==> config.mk <==
export PLATFORM = sky130hd
export DESIGN_NAME = hsu_cell
export DESIGN_NICKNAME = d
export VERILOG_FILES = /design/src/design/heap_sorter_u32_macros.svh /design/src/design/hsu_pkg.sv /design/src/design/hsu_cell.sv
export SDC_FILE = /design/constraint.sdc
export NUM_CORES = 1
export LEC_CHECK = 0
export ABC_AREA = 1
export BUFFER_PORTS_ARGS = -buffer_cell sky130_fd_sc_hd__buf_2
export CAP_MARGIN = 20
export CORE_ASPECT_RATIO = 1.4
export CORE_MARGIN = 4
export CORE_UTILIZATION = 35
export DETAILED_ROUTE_END_ITERATION = 10
export GPL_TIMING_DRIVEN = 0
export PLACE_DENSITY_LB_ADDON = 0.3
export SYNTH_ARGS = -nofsm -noshare
export SYNTH_HDL_FRONTEND = slang
export SYNTH_SLANG_ARGS = --single-unit
==> constraint.sdc <==
create_clock -name i_clk -period 2.45 [get_ports i_clk]
set_input_delay 0.1225 -clock i_clk [delete_from_list [all_inputs] [get_ports i_clk]]
set_output_delay 0.1225 -clock i_clk [all_outputs]
set_load 0.02 [all_outputs]
==> src/design/heap_sorter_u32_macros.svh <==
// Assertion macros used by the sorter top level.
`ifndef HEAP_SORTER_U32_MACROS_SVH
`define HEAP_SORTER_U32_MACROS_SVH

`ifndef SYNTHESIS

// Check with the default clock and reset of the module.
`define HSU_ASSERT(lbl, prop, msg) \
    lbl: assert property (@(posedge i_clk) disable iff (!i_rst_n) prop) else $error(msg);

// Check that also holds while reset is asserted.
`define HSU_ASSERT_ALWAYS(lbl, prop, msg) \
    lbl: assert property (@(posedge i_clk) prop) else $error(msg);

`else

`define HSU_ASSERT(lbl, prop, msg)
`define HSU_ASSERT_ALWAYS(lbl, prop, msg)

`endif

`endif

==> src/design/hsu_pkg.sv <==
// Types shared by the sorter top level and its cells.
package hsu_pkg;

    localparam int unsigned VALUE_W = 32;

    typedef struct packed {
        logic [VALUE_W-1:0] value;
        logic               last;
    } t_in_item;

    typedef struct packed {
        logic [VALUE_W-1:0] sorted_value;
        logic               final_res;
        logic               dropped;
    } t_out_item;

    typedef enum logic [1:0] {
        CELL_HOLD,
        CELL_INSERT,
        CELL_SHIFT
    } t_cell_op;

    // Broadcast to every cell in each cycle.
    typedef struct packed {
        t_cell_op           op;
        logic [VALUE_W-1:0] new_value;
    } t_cell_ctrl;

    // Occupancy of a cell and of its lower neighbor.
    typedef struct packed {
        logic here;
        logic prev;
    } t_cell_occ;

endpackage

==> src/design/hsu_cell.sv <==
// One cell of the sorted chain: holds one value, inserts in order or shifts down.
module hsu_cell (
    input  logic                               i_clk,
    input  hsu_pkg::t_cell_ctrl                i_ctrl,
    input  hsu_pkg::t_cell_occ                 i_occ,
    input  logic [hsu_pkg::VALUE_W-1:0]        i_prev_value,
    input  logic [hsu_pkg::VALUE_W-1:0]        i_next_value,
    output logic [hsu_pkg::VALUE_W-1:0]        o_value
);

    logic [hsu_pkg::VALUE_W-1:0] r_value;
    logic [hsu_pkg::VALUE_W-1:0] n_value;
    logic                        w_take_new;
    logic                        w_take_prev;

    // An empty cell counts as larger than any value.
    assign w_take_new  = !i_occ.here || (i_ctrl.new_value < r_value);
    assign w_take_prev = i_occ.prev && (i_ctrl.new_value < i_prev_value);

    always_comb begin
        n_value = r_value;
        unique case (i_ctrl.op)
            hsu_pkg::CELL_INSERT: begin
                priority if (w_take_prev) begin
                    n_value = i_prev_value;
                end else if (w_take_new) begin
                    n_value = i_ctrl.new_value;
                end else begin
                    n_value = r_value;
                end
            end
            hsu_pkg::CELL_SHIFT: n_value = i_next_value;
            hsu_pkg::CELL_HOLD:  n_value = r_value;
            default:             n_value = r_value;
        endcase
    end

    always_ff @(posedge i_clk) begin
        r_value <= n_value;
    end

    assign o_value = r_value;

endmodule

# --- After elaboration in Yosys (flattened, before gate mapping) ---
# Index checks and enable logic that the tools add are counted.
classes:
  muxes: 3
  n_eq_ne: 3
  reduce_logical: 5
  magnitude_cmp: 2
ops:
  columns: ["op", "n"]
  rows:
  - ["less-than comparator 32 bit", 2]
  - ["2-to-1 mux 32 bit", 2]
  - ["case mux 32 bit (2 select lines)", 1]
  - ["inequality test 3 bit (second input constant)", 1]
  - ["equality test 2 x 1 -> 1 bit (second input constant)", 1]
  - ["equality test 2 bit (second input constant)", 1]
  - ["AND reduction 2 bit", 1]
  - ["nonzero test 2 bit", 1]
  - ["logical AND 1 bit", 1]
  - ["zero test 1 bit", 1]
  - ["logical OR 1 bit", 1]
totals:
  input_bits: 101
  reg_bits: 32
  out_inout_bits: 32

# --- Logic depth before layout (Yosys ltp) ---
logic_depth:
  depth_word: 5
  depth_mapped: 16
  ltp_nobuf: 15

# --- Least setup slack after synthesis ---
# No wires, ideal clock.
synth_path:
  path_type: "reg-to-reg"
  start: "register r_value (netlist bit o_value[31])"
  end: "register r_value (netlist bit o_value[0]) (enable)"
  stages_incl_launch_ff: 12
  period_less_slack_ns: 2.553
  path_buffers: 0
  setup_time_ns: 0.478
  arrival_time_ns: 2.075
  path_slack_ns: -0.103
  path_cell_list: "edfxtp_1 inv_1 ha_1 nand2_1 nor2_1 nor3b_1 and3_1 nand2_1 nand2_1 nand3_1 nand2_1 nand2_1"
synth_between:
  elab_chain_len: 4
synth_lines:
  columns: ["item", "line_no", "text"]
  rows:
  - ["from (decl)", "hsu_cell.sv:11", "logic [hsu_pkg::VALUE_W-1:0] r_value;"]
  - ["from (signal assigned)", "hsu_cell.sv:39", "r_value <= n_value;"]
  - ["less-than comparator 32 bit", "hsu_cell.sv:17", "assign w_take_new = !i_occ.here || (i_ctrl.new_value < r_value);"]
  - ["logical OR 1 bit", "hsu_cell.sv:17", null]
  - ["inequality test 3 bit (no line)", null, null]
  - ["AND reduction 2 bit (no line)", null, null]
# No other way between the ends.
# A chain may end at the register's enable or synchronous reset.

# --- Worst setup path after layout ---
layout_path:
  start: "register r_value (netlist bit o_value[31])"
  end: "register r_value (netlist bit o_value[6]) (enable)"
# The elaborated chain is that of the path after synthesis.

==> summary.md <==
| Metric | Value |
|---|---|
| Outcome | completed |
| DPL Wire Length | 8540 um |
| TritonCTS buffer count | 5 |
| GRT Residual Overflow | 0 |
| Std-Cell Rows | 45 |
| Clk_skew | 10.7 ps |
| TritonCTS Sinks | 32 |
| Avg WL per Cell | around 13 um |
| Drt initial violations | 44 |
| DRC Markers | 0 |
| Pwr per Cell Area | 444 nW/um^2 |
| Via count | 3656 |
| Power, Total | 2.14 mW |
| Max Slew Vio Count | 0 |
| Die height | 132 um |
| Synth area leaders | edfxtp_1, ha_1, nand2_1 |
| Post-synth net total | 672 |
| Initial core utilization | 35.5% |
| Fin Hold WS | 109 ps |
| Post-DRT Antenna Nets | 0 |
| Gpl congestion | 0.824 |
| Total iterations of the first detailed-routing run | 4 |
| Hold Path Class | in2reg |
| Area Overhead vs Synth | 25.9% |
| Area leader, netlist | edfxtp_1 |
| Crit Path Category | reg2reg |
| Clk slew on worst S/H paths | 60 ps |
| HP Start | i_next_value[24] |
| Post-synth EDFFs | 32 |
| Setup ws final | ~220 ps |
| Setup TNS | 0 ps |
| Top fanout value on the critical path | 32 |
| First-pass GRT wire length | ~17000 um |
| Main synth FF type | edfxtp_1 |
| Synthesized instance count | just over 500 |
| #FFs+latches synth | 32 |
| Rel. slew slack | 61.4% |
| Cts hold-fix bufs | 0 |
| Root Driver | clkbuf_16 |
| Mapped cell area | 3830 sq um |
| Synth async-reset ratio | 0% |
| Max H-tree Level | 2 |
| Synth unique cells | 32 |
| Place WS | -278 ps |
| Number of global-route vias before repair | 3773 |
| IR drop worst, VDD | 253 uV |
| Maxcap violations | 0 |
| Metal3 WL | 627 um |
| Total die area | 12700 sq um |
| CP Data Arrival Time | 2190 ps |
| Final Hold Viols | 0 |
| Antenna violations before repair | 0 |
| # diodes | 0 |
| Resized cells post-CTS | 2 |
| Post-DP Area | 4670 sq um |
| Fmax | 449 MHz |
| Final nets | between 800 and 900 |
| Final Cell Area | 4830 sq um |
| PortBufs | 132 |
| Post-Route Utilization | 44.7% |
| Max Used Layer | met4 |
| Avg Cell Area, Syn | 7.53 sq um |
| Critical Path End Type | flip-flop |
| Crit path launch | o_value[31]$_DFFE_PP_ |
| DP Cell Count | between 700 and 800 |
| Total core area | 10800 sq um |
| Tcrit/Tclk final | 90.8% |
| Wire length on met1 | 4130 um |
| Synth cell count leaders | nand2_1, inv_1, ha_1 |
| Most frequent cell after synthesis | nand2_1 |
| Detailed Route WL | 10500 um |
| Worst endpoint required time | around 2400 ps |
| Fin crit period | 2230 ps |
| Number of vias per cell | 4.63 |
| Max FFs per register | 32 |
| Largest net degree at the start of global routing | 33 |
| Clock Path Buffers | 2 |
| Layout cells sized above 1 | 31.4% |
| Clock Latency Late Sink | 280 ps |
| Top-area cell type share of the netlist area | 25.1% |
| CTS tree | built |
| CP startpoint kind | flip-flop |
| WL met2 | around 5600 um |
| Post-CTS Setup Bufs | 0 |
| Critical register-to-register path startpoint | o_value[31]$_DFFE_PP_ |
| Final setup viols | 0 |
| Post-route non-filler standard cell count | 790 |
| Num ports | 133 |
| Register area share after synthesis | ~25% |
| P_leak | 2.83 nW |
| Yosys warnings | 0 |
| Die extent in x | 96.5 um |
| RSZ-0062 raised after global routing | false |
| GRT Total Usage | 16.9% |
| Worst Tran Pin Value | 579 ps |
## layer usage
layer  up-vias  GRT usage [%]
met3        12           3.26
met4         0           4.21
li1       1900              -
met5         -              0
met1      1645           18.8
met2        99           31.8
## power by group
| group | total [mW] | internal (mW) | leakage [nW] | switching [mW] |
|---|---|---|---|---|
| clock | 0.622 | 0.375 | 0.0655 | 0.247 |
| combinational | 0.814 | 0.324 | 2.45 | 0.491 |
| sequential | 0.707 | 0.681 | 0.309 | 0.0261 |
## critical path, cell delays in order (launching register included)
cell,delay [ps]
edfxtp_1,360
inv_1,50
ha_1,280
nand2_1,70
nor2_1,140
nor3b_2,250
and3_1,200
nand2_1,50
nand2_1,50
nand3_1,70
nand2_1,160
nand2_8,220
## placed cells by master, fill, tap and decap left out
cell / synthesis / layout
buf_2: 6 / 138
nand2_1: 134 / 133
inv_1: 105 / 105
ha_1: 62 / 62
nand3_1: 50 / 50
edfxtp_1: 32 / 32
a21oi_1: 25 / 25
nand2_4: 21 / 21
nand3_2: 20 / 20
nor2_1: 17 / 17
o21ai_0: 6 / 6
clkbuf_1: 3 / 5
clkbuf_16: 0 / 5
buf_4: 3 / 3
nor3_2: 2 / 2
nand4_1: 2 / 2
nand2_2: 2 / 2
clkinv_1: 1 / 2
a21oi_2: 2 / 2
nand2_8: 1 / 2
buf_12: 2 / 2
nor3_1: 2 / 2
inv_2: 1 / 1
a21o_1: 1 / 1
nand4_2: 1 / 1
nor2_2: 1 / 1
and3_2: 1 / 1
o21ai_1: 1 / 1
o21a_1: 1 / 1
nor2_8: 1 / 1
buf_6: 1 / 1
nor3b_2: 0 / 1
and3_1: 1 / 1
## layout make-up
type	count	area (sq um)
Fill cell	1170	5980
Multi-Input combinational cell	355	2380
Sequential cell	32	961
Timing Repair Buffer	132	661
Inverter	107	402
Tap cell	141	176
Clock buffer	7	133
Buffer	15	115
Clock inverter	1	3.75
## kinds of logic (layout without fill, tap and decap cells)
group | Yosys count | in the layout | share of synthesized area, %
buffers and inverters | 122 | 262 | 13.5
and+or+nand+nor | 257 | 257 | 36.2
adders and majority gates | 62 | 62 | 20.2
AOI/OAI and AO/OA | 36 | 36 | 5.02
DFF | 32 | 32 | 25.1
## path summary, 6_finish.rpt
kind / to / slack [ps] / cells after the start
max: o_value[6]$_DFFE_PP_ / 220 / 11
min: o_value[24]$_DFFE_PP_ / 110 / 3
max reg2reg: o_value[6]$_DFFE_PP_ / 220 / 11
min reg2reg: o_value[17]$_DFFE_PP_ / 1510 / 9
Power figures use the tool's default switching activity.
